===== src/design/mwt_pkg.sv =====
// Shared types and constants for the memory watchpoint table.
// Used by the controller, the datapath and the top level; depends on nothing.
package mwt_pkg;

    localparam int MAX_WP = 16;
    localparam int IDX_W  = (MAX_WP > 1) ? $clog2(MAX_WP) : 1;
    localparam int CNT_W  = $clog2(MAX_WP + 1);

    localparam int OP_W    = 3;
    localparam int ADDR_W  = 32;
    localparam int FLAGS_W = 5;
    localparam int SIZE_W  = 4;
    localparam int STAT_W  = 2;
    localparam int MIDX_W  = 4;

    // operation codes
    localparam logic [OP_W-1:0] OP_ADD    = 3'd0;
    localparam logic [OP_W-1:0] OP_REMOVE = 3'd1;
    localparam logic [OP_W-1:0] OP_TOGGLE = 3'd2;
    localparam logic [OP_W-1:0] OP_CLEAR  = 3'd3;
    localparam logic [OP_W-1:0] OP_CHECK  = 3'd4;
    localparam logic [OP_W-1:0] OP_PAGE   = 3'd5;

    // result status codes
    localparam logic [STAT_W-1:0] ST_OK        = 2'd0;
    localparam logic [STAT_W-1:0] ST_NOT_FOUND = 2'd1;
    localparam logic [STAT_W-1:0] ST_FULL      = 2'd2;

    // entry flag bit positions
    localparam int FL_EN  = 0;
    localparam int FL_RD  = 1;
    localparam int FL_WR  = 2;
    localparam int FL_LOG = 3;
    localparam int FL_BRK = 4;

    typedef struct packed {
        logic load_in;
        logic scan;
        logic exec;
        logic shift;
        logic load_out;
    } dp_cmd_t;

    typedef struct packed {
        logic in_scan_op;
        logic empty;
        logic hit;
        logic at_last;
        logic need_shift;
        logic shift_done;
    } dp_status_t;

endpackage


===== src/design/memory_watchpoint_table.sv =====
// Flow: an accepted transaction scans the table up to its first hit (skipped for an empty
// table or an operation that needs no scan), executes, moves up the entries above a removed
// one and loads the output register. One transaction at a time; the next can be taken the
// cycle after the result is loaded. The scan walks the table one entry per cycle through its
// single read port. Reset (aresetn low, synchronous) empties the table, clears m_valid and
// returns the controller to idle; entry contents are not cleared.
module memory_watchpoint_table (
    input  logic                          aclk,
    input  logic                          aresetn,
    input  logic                          s_valid,
    output logic                          s_ready,
    input  logic [mwt_pkg::OP_W-1:0]      s_operation,
    input  logic [mwt_pkg::ADDR_W-1:0]    s_address,
    input  logic [mwt_pkg::ADDR_W-1:0]    s_end_address,
    input  logic                          s_new_enabled,
    input  logic                          s_new_watch_read,
    input  logic                          s_new_watch_write,
    input  logic                          s_new_log_on_hit,
    input  logic                          s_new_break_on_hit,
    input  logic [mwt_pkg::SIZE_W-1:0]    s_access_size,
    input  logic                          s_access_is_write,
    input  logic [mwt_pkg::ADDR_W-1:0]    s_page_length,
    output logic                          m_valid,
    input  logic                          m_ready,
    output logic [mwt_pkg::STAT_W-1:0]    m_status,
    output logic                          m_matched,
    output logic [mwt_pkg::MIDX_W-1:0]    m_matched_index,
    output logic                          m_break_now,
    output logic                          m_log_now,
    output logic                          m_page_overlaps
);
    import mwt_pkg::*;

    dp_cmd_t    cmd;
    dp_status_t sts;

    mwt_ctrl u_ctrl (
        .aclk    (aclk),
        .aresetn (aresetn),
        .s_valid (s_valid),
        .s_ready (s_ready),
        .m_valid (m_valid),
        .m_ready (m_ready),
        .sts     (sts),
        .cmd     (cmd)
    );

    mwt_datapath u_dp (
        .aclk               (aclk),
        .aresetn            (aresetn),
        .cmd                (cmd),
        .sts                (sts),
        .s_operation        (s_operation),
        .s_address          (s_address),
        .s_end_address      (s_end_address),
        .s_new_enabled      (s_new_enabled),
        .s_new_watch_read   (s_new_watch_read),
        .s_new_watch_write  (s_new_watch_write),
        .s_new_log_on_hit   (s_new_log_on_hit),
        .s_new_break_on_hit (s_new_break_on_hit),
        .s_access_size      (s_access_size),
        .s_access_is_write  (s_access_is_write),
        .s_page_length      (s_page_length),
        .m_status           (m_status),
        .m_matched          (m_matched),
        .m_matched_index    (m_matched_index),
        .m_break_now        (m_break_now),
        .m_log_now          (m_log_now),
        .m_page_overlaps    (m_page_overlaps)
    );

endmodule


===== src/design/mwt_ctrl.sv =====
// Sequencer of the watchpoint table: accept, scan, execute, compact, respond.
// Depends on mwt_pkg; drives the datapath through dp_cmd_t.
module mwt_ctrl (
    input  logic               aclk,
    input  logic               aresetn,
    input  logic               s_valid,
    output logic               s_ready,
    output logic               m_valid,
    input  logic               m_ready,
    input  mwt_pkg::dp_status_t sts,
    output mwt_pkg::dp_cmd_t    cmd
);
    import mwt_pkg::*;

    typedef enum logic [4:0] {
        S_IDLE  = 5'b00001,
        S_SCAN  = 5'b00010,
        S_EXEC  = 5'b00100,
        S_SHIFT = 5'b01000,
        S_RESP  = 5'b10000
    } state_t;

    state_t state_reg, state_next;
    logic   m_valid_reg, m_valid_next;

    always_comb begin
        cmd        = '0;
        state_next = state_reg;
        unique case (state_reg)
            S_IDLE: begin
                if (s_valid) begin
                    cmd.load_in = 1'b1;
                    state_next  = (sts.in_scan_op && !sts.empty) ? S_SCAN : S_EXEC;
                end
            end
            S_SCAN: begin
                cmd.scan = 1'b1;
                if (sts.hit || sts.at_last) begin
                    state_next = S_EXEC;
                end
            end
            S_EXEC: begin
                cmd.exec   = 1'b1;
                state_next = sts.need_shift ? S_SHIFT : S_RESP;
            end
            S_SHIFT: begin
                cmd.shift = 1'b1;
                if (sts.shift_done) begin
                    state_next = S_RESP;
                end
            end
            S_RESP: begin
                // hold until the output register is free
                if (!m_valid_reg || m_ready) begin
                    cmd.load_out = 1'b1;
                    state_next   = S_IDLE;
                end
            end
            default: state_next = S_IDLE;
        endcase
    end

    always_comb begin
        m_valid_next = m_valid_reg;
        if (cmd.load_out) begin
            m_valid_next = 1'b1;
        end else if (m_ready) begin
            m_valid_next = 1'b0;
        end
    end

    always_ff @(posedge aclk) begin
        if (!aresetn) begin
            state_reg   <= S_IDLE;
            m_valid_reg <= 1'b0;
        end else begin
            state_reg   <= state_next;
            m_valid_reg <= m_valid_next;
        end
    end

    assign s_ready = (state_reg == S_IDLE);
    assign m_valid = m_valid_reg;

endmodule


===== src/design/mwt_datapath.sv =====
// Entry storage, range comparators, result and output registers.
// Depends on mwt_pkg; steered by mwt_ctrl through dp_cmd_t.
module mwt_datapath (
    input  logic                          aclk,
    input  logic                          aresetn,
    input  mwt_pkg::dp_cmd_t              cmd,
    output mwt_pkg::dp_status_t           sts,
    input  logic [mwt_pkg::OP_W-1:0]      s_operation,
    input  logic [mwt_pkg::ADDR_W-1:0]    s_address,
    input  logic [mwt_pkg::ADDR_W-1:0]    s_end_address,
    input  logic                          s_new_enabled,
    input  logic                          s_new_watch_read,
    input  logic                          s_new_watch_write,
    input  logic                          s_new_log_on_hit,
    input  logic                          s_new_break_on_hit,
    input  logic [mwt_pkg::SIZE_W-1:0]    s_access_size,
    input  logic                          s_access_is_write,
    input  logic [mwt_pkg::ADDR_W-1:0]    s_page_length,
    output logic [mwt_pkg::STAT_W-1:0]    m_status,
    output logic                          m_matched,
    output logic [mwt_pkg::MIDX_W-1:0]    m_matched_index,
    output logic                          m_break_now,
    output logic                          m_log_now,
    output logic                          m_page_overlaps
);
    import mwt_pkg::*;

    // entry table
    logic [ADDR_W-1:0]  start_mem [MAX_WP];
    logic [ADDR_W-1:0]  end_mem   [MAX_WP];
    logic [FLAGS_W-1:0] flags_mem [MAX_WP];

    // latched transaction
    logic [OP_W-1:0]    op_reg;
    logic [ADDR_W-1:0]  addr_reg;
    logic [ADDR_W-1:0]  end_reg;
    logic [FLAGS_W-1:0] nflags_reg;
    logic               wr_reg;
    logic [ADDR_W-1:0]  last_reg;
    logic [ADDR_W-1:0]  suf_reg;
    logic [ADDR_W-1:0]  pend_reg;

    logic [CNT_W-1:0]   count_reg;
    logic [IDX_W-1:0]   idx_reg;
    logic               found_reg;
    logic [FLAGS_W-1:0] hit_flags_reg;

    logic [STAT_W-1:0]  res_status_reg;
    logic               res_matched_reg;
    logic [MIDX_W-1:0]  res_midx_reg;
    logic               res_brk_reg;
    logic               res_log_reg;
    logic               res_pov_reg;

    logic [STAT_W-1:0]  m_status_reg;
    logic               m_matched_reg;
    logic [MIDX_W-1:0]  m_midx_reg;
    logic               m_brk_reg;
    logic               m_log_reg;
    logic               m_pov_reg;

    logic [IDX_W-1:0]   rd_addr;
    logic [IDX_W-1:0]   count_idx;
    logic [ADDR_W-1:0]  rd_start;
    logic [ADDR_W-1:0]  rd_end;
    logic [FLAGS_W-1:0] rd_flags;
    logic [ADDR_W-1:0]  s_or;
    logic [ADDR_W-1:0]  e_or;
    logic [ADDR_W-1:0]  page_mask_in;
    logic               start_eq;
    logic               overlap;
    logic               page_hit;
    logic               hit;
    logic               at_last;
    logic               full;
    logic               dir_ok;

    // compaction reads the entry above the one being written
    assign rd_addr   = cmd.shift ? (idx_reg + IDX_W'(1)) : idx_reg;
    assign count_idx = IDX_W'(count_reg);
    assign rd_start  = start_mem[rd_addr];
    assign rd_end    = end_mem[rd_addr];
    assign rd_flags  = flags_mem[rd_addr];

    assign s_or     = rd_start | suf_reg;
    assign e_or     = rd_end | suf_reg;
    assign start_eq = (rd_start == addr_reg);
    assign overlap  = (rd_end >= addr_reg) && (last_reg >= rd_start);
    assign page_hit = (s_or == pend_reg) || (e_or == pend_reg) ||
                      ((s_or < pend_reg) && (e_or > pend_reg));

    always_comb begin
        case (op_reg) inside
            OP_ADD, OP_REMOVE, OP_TOGGLE: hit = start_eq;
            OP_CHECK:                     hit = overlap;
            OP_PAGE:                      hit = page_hit;
            default:                      hit = 1'b0;
        endcase
    end

    assign at_last = ((CNT_W'(idx_reg) + CNT_W'(1)) == count_reg);
    assign full    = (count_reg >= CNT_W'(MAX_WP));
    assign dir_ok  = hit_flags_reg[FL_EN] &&
                     (wr_reg ? hit_flags_reg[FL_WR] : hit_flags_reg[FL_RD]);
    assign page_mask_in = s_page_length - ADDR_W'(1);

    always_comb begin
        sts            = '0;
        sts.in_scan_op = (s_operation == OP_ADD) || (s_operation == OP_REMOVE) ||
                         (s_operation == OP_TOGGLE) || (s_operation == OP_CHECK) ||
                         (s_operation == OP_PAGE);
        sts.empty      = (count_reg == '0);
        sts.hit        = hit;
        sts.at_last    = at_last;
        sts.need_shift = (op_reg == OP_REMOVE) && found_reg && !at_last;
        sts.shift_done = ((CNT_W'(idx_reg) + CNT_W'(2)) >= count_reg);
    end

    // entry count: the only state that reset clears
    always_ff @(posedge aclk) begin
        if (!aresetn) begin
            count_reg <= '0;
        end else begin
            if (cmd.exec) begin
                case (op_reg)
                    OP_ADD: begin
                        if (!found_reg && !full) begin
                            count_reg <= count_reg + CNT_W'(1);
                        end
                    end
                    OP_REMOVE: begin
                        if (found_reg && at_last) begin
                            count_reg <= count_reg - CNT_W'(1);
                        end
                    end
                    OP_CLEAR: count_reg <= '0;
                    default: ;
                endcase
            end
            if (cmd.shift && sts.shift_done) begin
                count_reg <= count_reg - CNT_W'(1);
            end
        end
    end

    // table writes
    always_ff @(posedge aclk) begin
        if (cmd.exec) begin
            case (op_reg)
                OP_ADD: begin
                    if (found_reg) begin
                        end_mem[idx_reg]   <= end_reg;
                        flags_mem[idx_reg] <= {nflags_reg[FLAGS_W-1:1], rd_flags[FL_EN]};
                    end else if (!full) begin
                        start_mem[count_idx] <= addr_reg;
                        end_mem[count_idx]   <= end_reg;
                        flags_mem[count_idx] <= nflags_reg;
                    end
                end
                OP_TOGGLE: begin
                    if (found_reg) begin
                        flags_mem[idx_reg] <= rd_flags ^ FLAGS_W'(1 << FL_EN);
                    end
                end
                default: ;
            endcase
        end
        if (cmd.shift) begin
            start_mem[idx_reg] <= rd_start;
            end_mem[idx_reg]   <= rd_end;
            flags_mem[idx_reg] <= rd_flags;
        end
    end

    // transaction, scan and result registers
    always_ff @(posedge aclk) begin
        if (cmd.load_in) begin
            op_reg     <= s_operation;
            addr_reg   <= s_address;
            end_reg    <= s_end_address;
            nflags_reg <= {s_new_break_on_hit, s_new_log_on_hit, s_new_watch_write,
                           s_new_watch_read, s_new_enabled};
            wr_reg     <= s_access_is_write;
            last_reg   <= s_address + ADDR_W'(s_access_size) - ADDR_W'(1);
            suf_reg    <= page_mask_in;
            pend_reg   <= s_address | page_mask_in;
            idx_reg    <= '0;
            found_reg  <= 1'b0;
        end
        if (cmd.scan) begin
            if (hit) begin
                found_reg     <= 1'b1;
                hit_flags_reg <= rd_flags;
            end else if (!at_last) begin
                idx_reg <= idx_reg + IDX_W'(1);
            end
        end
        if (cmd.shift) begin
            idx_reg <= idx_reg + IDX_W'(1);
        end
        if (cmd.exec) begin
            res_status_reg  <= ST_OK;
            res_matched_reg <= 1'b0;
            res_midx_reg    <= '0;
            res_brk_reg     <= 1'b0;
            res_log_reg     <= 1'b0;
            res_pov_reg     <= 1'b0;
            case (op_reg)
                OP_ADD: begin
                    if (!found_reg && full) begin
                        res_status_reg <= ST_FULL;
                    end
                end
                OP_REMOVE, OP_TOGGLE: begin
                    if (!found_reg) begin
                        res_status_reg <= ST_NOT_FOUND;
                    end
                end
                OP_CHECK: begin
                    if (found_reg) begin
                        res_matched_reg <= 1'b1;
                        res_midx_reg    <= MIDX_W'(idx_reg);
                        res_brk_reg     <= dir_ok && hit_flags_reg[FL_BRK];
                        res_log_reg     <= dir_ok && hit_flags_reg[FL_LOG];
                    end
                end
                OP_PAGE: res_pov_reg <= found_reg;
                default: ;
            endcase
        end
        if (cmd.load_out) begin
            m_status_reg  <= res_status_reg;
            m_matched_reg <= res_matched_reg;
            m_midx_reg    <= res_midx_reg;
            m_brk_reg     <= res_brk_reg;
            m_log_reg     <= res_log_reg;
            m_pov_reg     <= res_pov_reg;
        end
    end

    assign m_status        = m_status_reg;
    assign m_matched       = m_matched_reg;
    assign m_matched_index = m_midx_reg;
    assign m_break_now     = m_brk_reg;
    assign m_log_now       = m_log_reg;
    assign m_page_overlaps = m_pov_reg;

endmodule


===== config.mk =====
export PLATFORM = sky130hd
export DESIGN_NAME = memory_watchpoint_table
export DESIGN_NICKNAME = d
export VERILOG_FILES = /design/src/design/mwt_pkg.sv /design/src/design/memory_watchpoint_table.sv /design/src/design/mwt_ctrl.sv /design/src/design/mwt_datapath.sv
export SDC_FILE = /design/constraint.sdc
export NUM_CORES = 2
export LEC_CHECK = 0
export BUFFER_PORTS_ARGS = -buffer_cell sky130_fd_sc_hd__buf_2
export CORE_MARGIN = 5
export CORE_UTILIZATION = 53
export CTS_CLUSTER_SIZE = 24
export DETAILED_ROUTE_END_ITERATION = 8
export PLACE_DENSITY_LB_ADDON = 0.25
export SYNTH_ARGS = -nofsm -noshare
export SYNTH_HDL_FRONTEND = slang
export SYNTH_SLANG_ARGS = --single-unit

===== constraint.sdc =====
create_clock -name aclk -period 7.5 [get_ports aclk]
set_input_delay 0.75 -clock aclk [delete_from_list [all_inputs] [get_ports aclk]]
set_output_delay 0.75 -clock aclk [all_outputs]
set_load 0.01 [all_outputs]

Word level (Yosys, flattened, before mapping)
Memory sizes are Yosys's and may differ from the RTL's.
Cells that the tools add are included.
{"block": "word_totals", "reg_bits": 210, "ramBits": 1104, "out_inout_bits": 12, "wordCells": 177, "n_memories": 3}
{"memory": "u_dp.end_mem", "depth": 16, "word_bits": 32, "read_ports": 1, "rd_ports_with_merged_regs": 0, "write_ports": 1, "line_no": "mwt_datapath.sv:30", "rtl": "logic [ADDR_W-1:0] end_mem [MAX_WP];"}
{"memory": "u_dp.start_mem", "depth": 16, "word_bits": 32, "read_ports": 1, "rd_ports_with_merged_regs": 0, "write_ports": 1, "line_no": "mwt_datapath.sv:29", "rtl": "logic [ADDR_W-1:0] start_mem [MAX_WP];"}
{"memory": "u_dp.flags_mem", "depth": 16, "word_bits": 5, "read_ports": 1, "rd_ports_with_merged_regs": 0, "write_ports": 1, "line_no": "mwt_datapath.sv:31", "rtl": "logic [FLAGS_W-1:0] flags_mem [MAX_WP];"}
{"block": "op_classes", "n_addsub": 8, "n_lt_le_gt_ge": 6, "eq_ne": 24, "n_mux": 63, "n_bitwise": 7, "reduce_logical": 40}
{"op": "$eq A32 B32 Y1", "n": 3}
{"op": "$mux W32", "n": 3}
{"op": "$or A32 B32 Y32", "n": 3}
{"op": "$ge A32 B32 Y1", "n": 2}
{"op": "$reduce_or A32 Y1", "n": 2}
{"op": "$sub A32 B1 Y32 const B", "n": 2}
{"op": "$mux W5", "n": 12}
{"op": "$mux W4", "n": 9}
{"op": "$mux W1", "n": 34}
{"op": "$add A32 B4 Y32", "n": 1}
{"op": "$gt A32 B32 Y1", "n": 1}
{"op": "$lt A32 B32 Y1", "n": 1}
{"op": "$pmux W5 S5", "n": 1}
{"op": "$pmux W5 S3", "n": 1}
{"op": "$eq A3 B3 Y1 const B", "n": 4}
{"op": "$logic_and A1 B1 Y1", "n": 12}
{"op": "$eq A3 B2 Y1 const B", "n": 3}
{"op": "$logic_or A1 B1 Y1", "n": 8}
{"op": "$reduce_and A4 Y1", "n": 2}
{"op": "$eq A3 B1 Y1 const B", "n": 2}
{"op": "$logic_not A3 Y1", "n": 2}
{"op": "$ne A2 B1 Y1 const B", "n": 3}
{"op": "$ne A3 B3 Y1 const B", "n": 2}
{"op": "$add A4 B1 Y5 const B", "n": 1}
{"op": "other kinds (26)", "n": 34}

Logic depth before layout (Yosys ltp)
An unclocked memory read counts as a cell.
{"block": "logic_depth", "ltp_word": 14, "mapped_depth": 26, "depth_no_buf": 20}

Hierarchy
From an unflattened synthesis, not the netlist that was laid out.
{"block": "hier_totals", "cells_unflattened": 6265, "hier_area_um2": 71529.9}
{"module": "mwt_datapath", "instances": 1, "cells_each": 6217, "area_per_inst_um2": 71142.0, "seq_area_each_um2": 39177.6}
{"module": "mwt_ctrl", "instances": 1, "cells_each": 48, "area_per_inst_um2": 387.9, "seq_area_each_um2": 120.1}

Least setup slack after synthesis
No wires, ideal clock.
{"block": "synth_path", "kind": "register -> register", "startpoint": "reg u_dp.idx_reg[0]", "endpoint": "reg u_dp.hit_flags_reg[0], enable pin", "t_arrival_ns": 6.243, "path_slack_ns": 0.906, "stages_incl_launch_ff": 24, "path_cell_list": "dfxtp_1 -> ha_1 -> buf_2 -> buf_4 -> buf_4 -> buf_4 -> buf_2 -> inv_1 -> nor2_1 -> a21oi_1 -> clkbuf_1 -> clkbuf_1 -> mux4_2 -> mux4_2 -> or2_2 -> ha_1 -> nand4_1 -> or4_1 -> or4_1 -> or4_1 -> nand3_1 -> o211ai_1 -> o21ai_0 -> nor2b_1"}
{"block": "synth_between", "elab_chain_cells": 11, "elab_cells_between_ends": 21, "cone_classes": "add/sub (1); order compare (4); eq/ne (3); mux (4); bitwise (2); reduce/logical (5); memory (2)"}
{"element": "start, declared", "line_no": "mwt_datapath.sv:44", "rtl": "logic [IDX_W-1:0] idx_reg;"}
{"element": "start signal, assigned", "line_no": "mwt_datapath.sv:195", "rtl": "idx_reg <= idx_reg + IDX_W'(1);"}
{"element": "start signal, assigned", "line_no": "mwt_datapath.sv:199", "rtl": "idx_reg <= idx_reg + IDX_W'(1);"}
{"element": "$add A4 B1 Y4", "line_no": "mwt_datapath.sv:79", "rtl": "assign rd_addr = cmd.shift ? (idx_reg + IDX_W'(1)) : idx_reg;"}
{"element": "$mux W4 (*)", "line_no": "mwt_datapath.sv:79"}
{"element": "$mem_v2 Z16 W32 (on tied branches)"}
{"element": "$or A32 B32 Y32 (on tied branches)", "line_no": "mwt_datapath.sv:85, mwt_datapath.sv:86"}
{"element": "$lt A32 B32 Y1 (tied with other cells)", "line_no": "mwt_datapath.sv:90", "rtl": "((s_or < pend_reg) && (e_or > pend_reg));"}
{"element": "$logic_and A1 B1 Y1 or $logic_or A1 B1 Y1 (tied branches)", "line_no": "mwt_datapath.sv:90, mwt_datapath.sv:89"}
{"element": "$logic_or A1 B1 Y1", "line_no": "mwt_datapath.sv:89", "rtl": "assign page_hit = (s_or == pend_reg) || (e_or == pend_reg) ||"}
{"element": "$mux W1 (2 in a row)", "line_no": "mwt_datapath.sv:93", "rtl": "case (op_reg) inside"}
{"element": "$mux W1 (*)", "line_no": "mwt_datapath.sv:93"}
{"element": "$reduce_and A2 Y1 (no source line) (*)"}
{"element": "end signal, assigned", "line_no": "mwt_datapath.sv:193", "rtl": "hit_flags_reg <= rd_flags;"}
{"element": "end, declared", "line_no": "mwt_datapath.sv:46", "rtl": "logic [FLAGS_W-1:0] hit_flags_reg;"}
Every way passes the cells marked *; elsewhere a longest branch is shown, timed or not.
A chain may end at the register's enable or synchronous reset.

Worst setup path in the final report
{"block": "layout_path", "startpoint": "reg u_dp.idx_reg[1]", "endpoint": "reg u_dp.hit_flags_reg[4], enable pin"}
Same word-level chain as after synthesis.

==> metrics.md <==
| Metric | Value |
|---|---|
| Tmin final | `7.031 ns` |
| Clock root buffer | `clkbuf_16` |
| Layout area overhead | `12.05%` |
| Proportion of layout cells with a drive suffix above 1 | `0.2517` |
| First-pass GRT wire length | `234.1 mm` |
| Worst Hold Class | `input pin to register` |
| Clock sink count | `1314` |
| Post_cts resized | `0` |
| Sequential share of the synthesized area | `0.6442` |
| Hold_ws | `0.1819 ns` |
| Highest routed metal layer | `met4` |
| 1st-pass router iterations | `8` |
| Hold Crit Start | `s_end_address[9]` |
| DRC violations left | `0` |
| Setup TNS | `0 ns` |
| Vias in the first global route | `35040` |
| Maxcap violations | `0` |
| Via count | `35170` |
| # Post-CTS Setup Buffers | `0` |
| Slew HR | `0.2168` |
| Synth warnings | `0` |
| Fill cell total of the finished layout | `8399` |
| Post-DP Area | `63960 um2` |
| PnR Total Power | `17760 uW` |
| Synthesized instance count | `3602` |
| Critical path class | `register to register` |
| DR WL/cell | `29.44 um` |
| WHS Endpoint | `u_dp.end_reg[9]$_DFFE_PP_` |
| Cell Count, Final, Fillers Out | `5456` |
| Largest net degree at the start of global routing | `140` |
| Worst slew pin tran | `1.175 ns` |
| Arrival time of the worst setup path | `7.39 ns` |
| Placed Instances | `5207` |
| Gr usage total | `0.2631` |
| Die ar. | `122000 um2` |
| Antenna violations before repair | `5` |
| Metal-1 WL | `63.03 mm` |
| H-Tree Level Count | `4` |
| GP Congestion | `0.9204` |
| Clk_skew | `0.03358 ns` |
| Setup violators final | `0` |
| Hold Buf Count CTS | `0` |
| Crit path capture type | `register` |
| Reg2reg start | `u_dp.idx_reg[1]$_DFF_P_` |
| Power per cell area | `259.8 nW/um2` |
| Area leader, netlist | `edfxtp_1` |
| FMAX | `142.2 MHz` |
| Biggest regs | `u_dp.end_mem x512, u_dp.start_mem x512, u_dp.flags_mem x80` |
| Crit path required time | `7.86 ns` |
| FFs w/ async S/R, synth | `0` |
| Synth Register Bits | `1314` |
| Synthesized cell area | `61000 um2` |
| Peak VDD IR | `0.0002108 V` |
| Slew Viols, Final | `0` |
| CTS buffer count | `139` |
| Post-synth EDFFs | `1298` |
| Routed Antenna Nets | `0` |
| CTS clk-pin slew, worst paths | `0.06 ns` |
| Site Rows | `124` |
| Worst reg2reg setup slack | `0.47 ns` |
| Synth Area in Simple Gates | `0.06022` |
| Chip height | `349.3 um` |
| Run status | `finished, final reports clean` |
| IO Port Bufs | `124` |
| Total core area | `114300 um2` |
| Post-synthesis adder-cell area fraction | `0.03581` |
| Met2 wire length | `78.92 mm` |
| R2R cell count | `18` |
| Mapped Nets | `3889` |
| Buffer levels on the longest clock path | `3` |
| Vias per inst | `6.446` |
| IO Pins | `125` |
| Unrepaired setup endpoints after global routing | `false` |
| Main combinational cell family by area after synthesis | `multiplexers` |
| Top cell type's share of synthesized area | `0.6389` |
| Hold depth | `1` |
| Main synth FF type | `edfxtp_1` |
| Met3 wire length | `13.55 mm` |
| Cell variety after synth | `100` |
| Die Wd | `349.3 um` |
| Synthesized area per cell | `16.94 um2` |
| Initial DRC Count | `4044` |
| XOR/XNOR share of the synthesized area | `0.01278` |
| Final WL | `160.7 mm` |
| Hold Vio Cnt, Final | `0` |
| Total grt overflow | `0` |
| Area contributors post-synth | `edfxtp_1, mux4_2, ha_1, nand2_1, mux2i_1` |
| Layout Nets | `4123` |
| CP max FO | `28` |
| Initial Util | `0.5335` |
| Multiplexer share of the synthesized area | `0.1749` |
| CTS tree | `done` |
| Clk_lat worst skew | `0.75 ns` |
| Final Cell Area | `68350 um2` |
| Complex-gate fraction of the synthesized area | `0.04648` |
| DPL Wire Length | `100.8 mm` |
| R2R Path End | `u_dp.hit_flags_reg[4]$_DFFE_PP_` |
| Startpoint types | `register` |
| Period utilization | `0.9374` |
| Leakage | `0.02294 uW` |
-- metal layers --
metal	track usage	vias up
li1	-	14990
met1	0.3661	18160
met2	0.4310	1742
met3	0.04362	282
met4	0.08484	0
met5	0	-
-- cells in the mapped netlist, drive strengths merged, types with 6 or more instances --
master / number
a211o: 6
mux4: 417
a2111oi: 6
o21a: 15
mux2i: 93
inv: 148
nor4: 12
a21oi: 86
nor2b: 21
nand2b: 61
a21o: 39
and2: 7
a32o: 7
buf: 113
and3: 16
nand2: 270
a211oi: 21
o211ai: 15
o22ai: 24
or3: 13
xnor2: 63
edfxtp: 1298
xor2: 26
clkbuf: 53
a31oi: 11
dfxtp: 16
mux2: 25
or4: 9
o2111a: 6
or2: 54
nand4: 25
ha: 173
nor2: 139
a221oi: 8
nor3: 54
nand3: 55
o21ai: 104
o31ai: 9
-- where the power goes --
| group | switching [uW] | total, uW | internal [uW] |
|---|---|---|---|
| combinational | 1380 | 2010 | 625 |
| sequential | 202 | 9090 | 8890 |
| clock | 2760 | 6660 | 3900 |
| total | 4340 | 17800 | 13400 |
-- per-stage QoR --
stage                     setup slack, ns  utilization
final                              0.4691       0.5978
after global routing               0.1850       0.5977
after CTS                          0.4455       0.5977
after detailed placement           0.5470       0.5594
after global placement             0.6797       0.5594
after floorplan                    0.9058            -
-- cell type report --
type | count | area [um2] | share of cell area
antenna | 3 | 7.507 | 0.0001098
multi-input combinational | 1971 | 20450 | 0.2992
sequential | 1314 | 39310 | 0.5750
timing repair buffer | 260 | 1742 | 0.02548
tap | 1512 | 1892 | 0.02768
inverter | 150 | 570.5 | 0.008347
clock buffer | 175 | 3699 | 0.05411
clock inverter | 71 | 684.4 | 0.01001
-- cells in the final DEF, fill, tap and decap left out, drive strengths merged, types with 7 or more instances in the layout --
cell / instances
dfxtp: 16
mux2i: 93
or2: 54
ha: 173
a31oi: 11
xor2: 26
or3: 13
nand2: 270
mux2: 25
a211oi: 21
mux4: 417
and3: 16
nor4: 12
a21oi: 86
nand4: 25
clkbuf: 175
a21o: 39
nor3: 54
a221oi: 8
nor2: 139
or4: 9
nand2b: 61
nand3: 55
xnor2: 63
bufinv: 12
o21a: 15
clkinv: 49
o22ai: 24
o31ai: 9
o21ai: 104
inv: 155
buf: 260
and2: 7
nor2b: 21
o211ai: 15
edfxtp: 1298
a32o: 7
-- worst max path at each step --
| stage | cells past startpoint | startpoint | to | slack, ns |
|---|---|---|---|---|
| 2_1_floorplan | 23 | u_dp.idx_reg[0]$_DFF_P_ | u_dp.hit_flags_reg[0]$_DFFE_PP_ | 0.91 |
| 3_3_place_gp | 18 | u_dp.idx_reg[1]$_DFF_P_ | u_dp.hit_flags_reg[1]$_DFFE_PP_ | 0.68 |
| 3_5_place_dp | 18 | u_dp.idx_reg[1]$_DFF_P_ | u_dp.hit_flags_reg[2]$_DFFE_PP_ | 0.55 |
| 4_1_cts | 18 | u_dp.idx_reg[1]$_DFF_P_ | u_dp.hit_flags_reg[1]$_DFFE_PP_ | 0.45 |
| 5_1_grt | 18 | u_dp.idx_reg[1]$_DFF_P_ | u_dp.hit_flags_reg[4]$_DFFE_PP_ | 0.18 |
| 6_report | 18 | u_dp.idx_reg[1]$_DFF_P_ | u_dp.hit_flags_reg[4]$_DFFE_PP_ | 0.47 |
-- logic make-up after synthesis --
group,count (synthesis)
compound gates,417
xor+xnor,89
fa+ha+maj,174
buf+inv,317
flops,1314
mux,535
simple gates,756
-- worst max-delay path, cell delays in order, from the launching register on --
cell and delay [ns]:
dfxtp_4 0.58, ha_1 0.47, nand4b_1 0.22, or3_4 0.41, nand2_4 0.50, mux4_2 0.70, or2_2 0.32, ha_1 0.28
nand4_1 0.12, or4_1 0.60, or4_1 0.59, a311oi_1 0.33, a211o_1 0.15, nor3_1 0.06, a211oi_1 0.28, o211ai_1 0.17
buf_4 0.19, o21ai_0 0.09, nor2b_1 0.53
(Power assumes the default switching activity.)
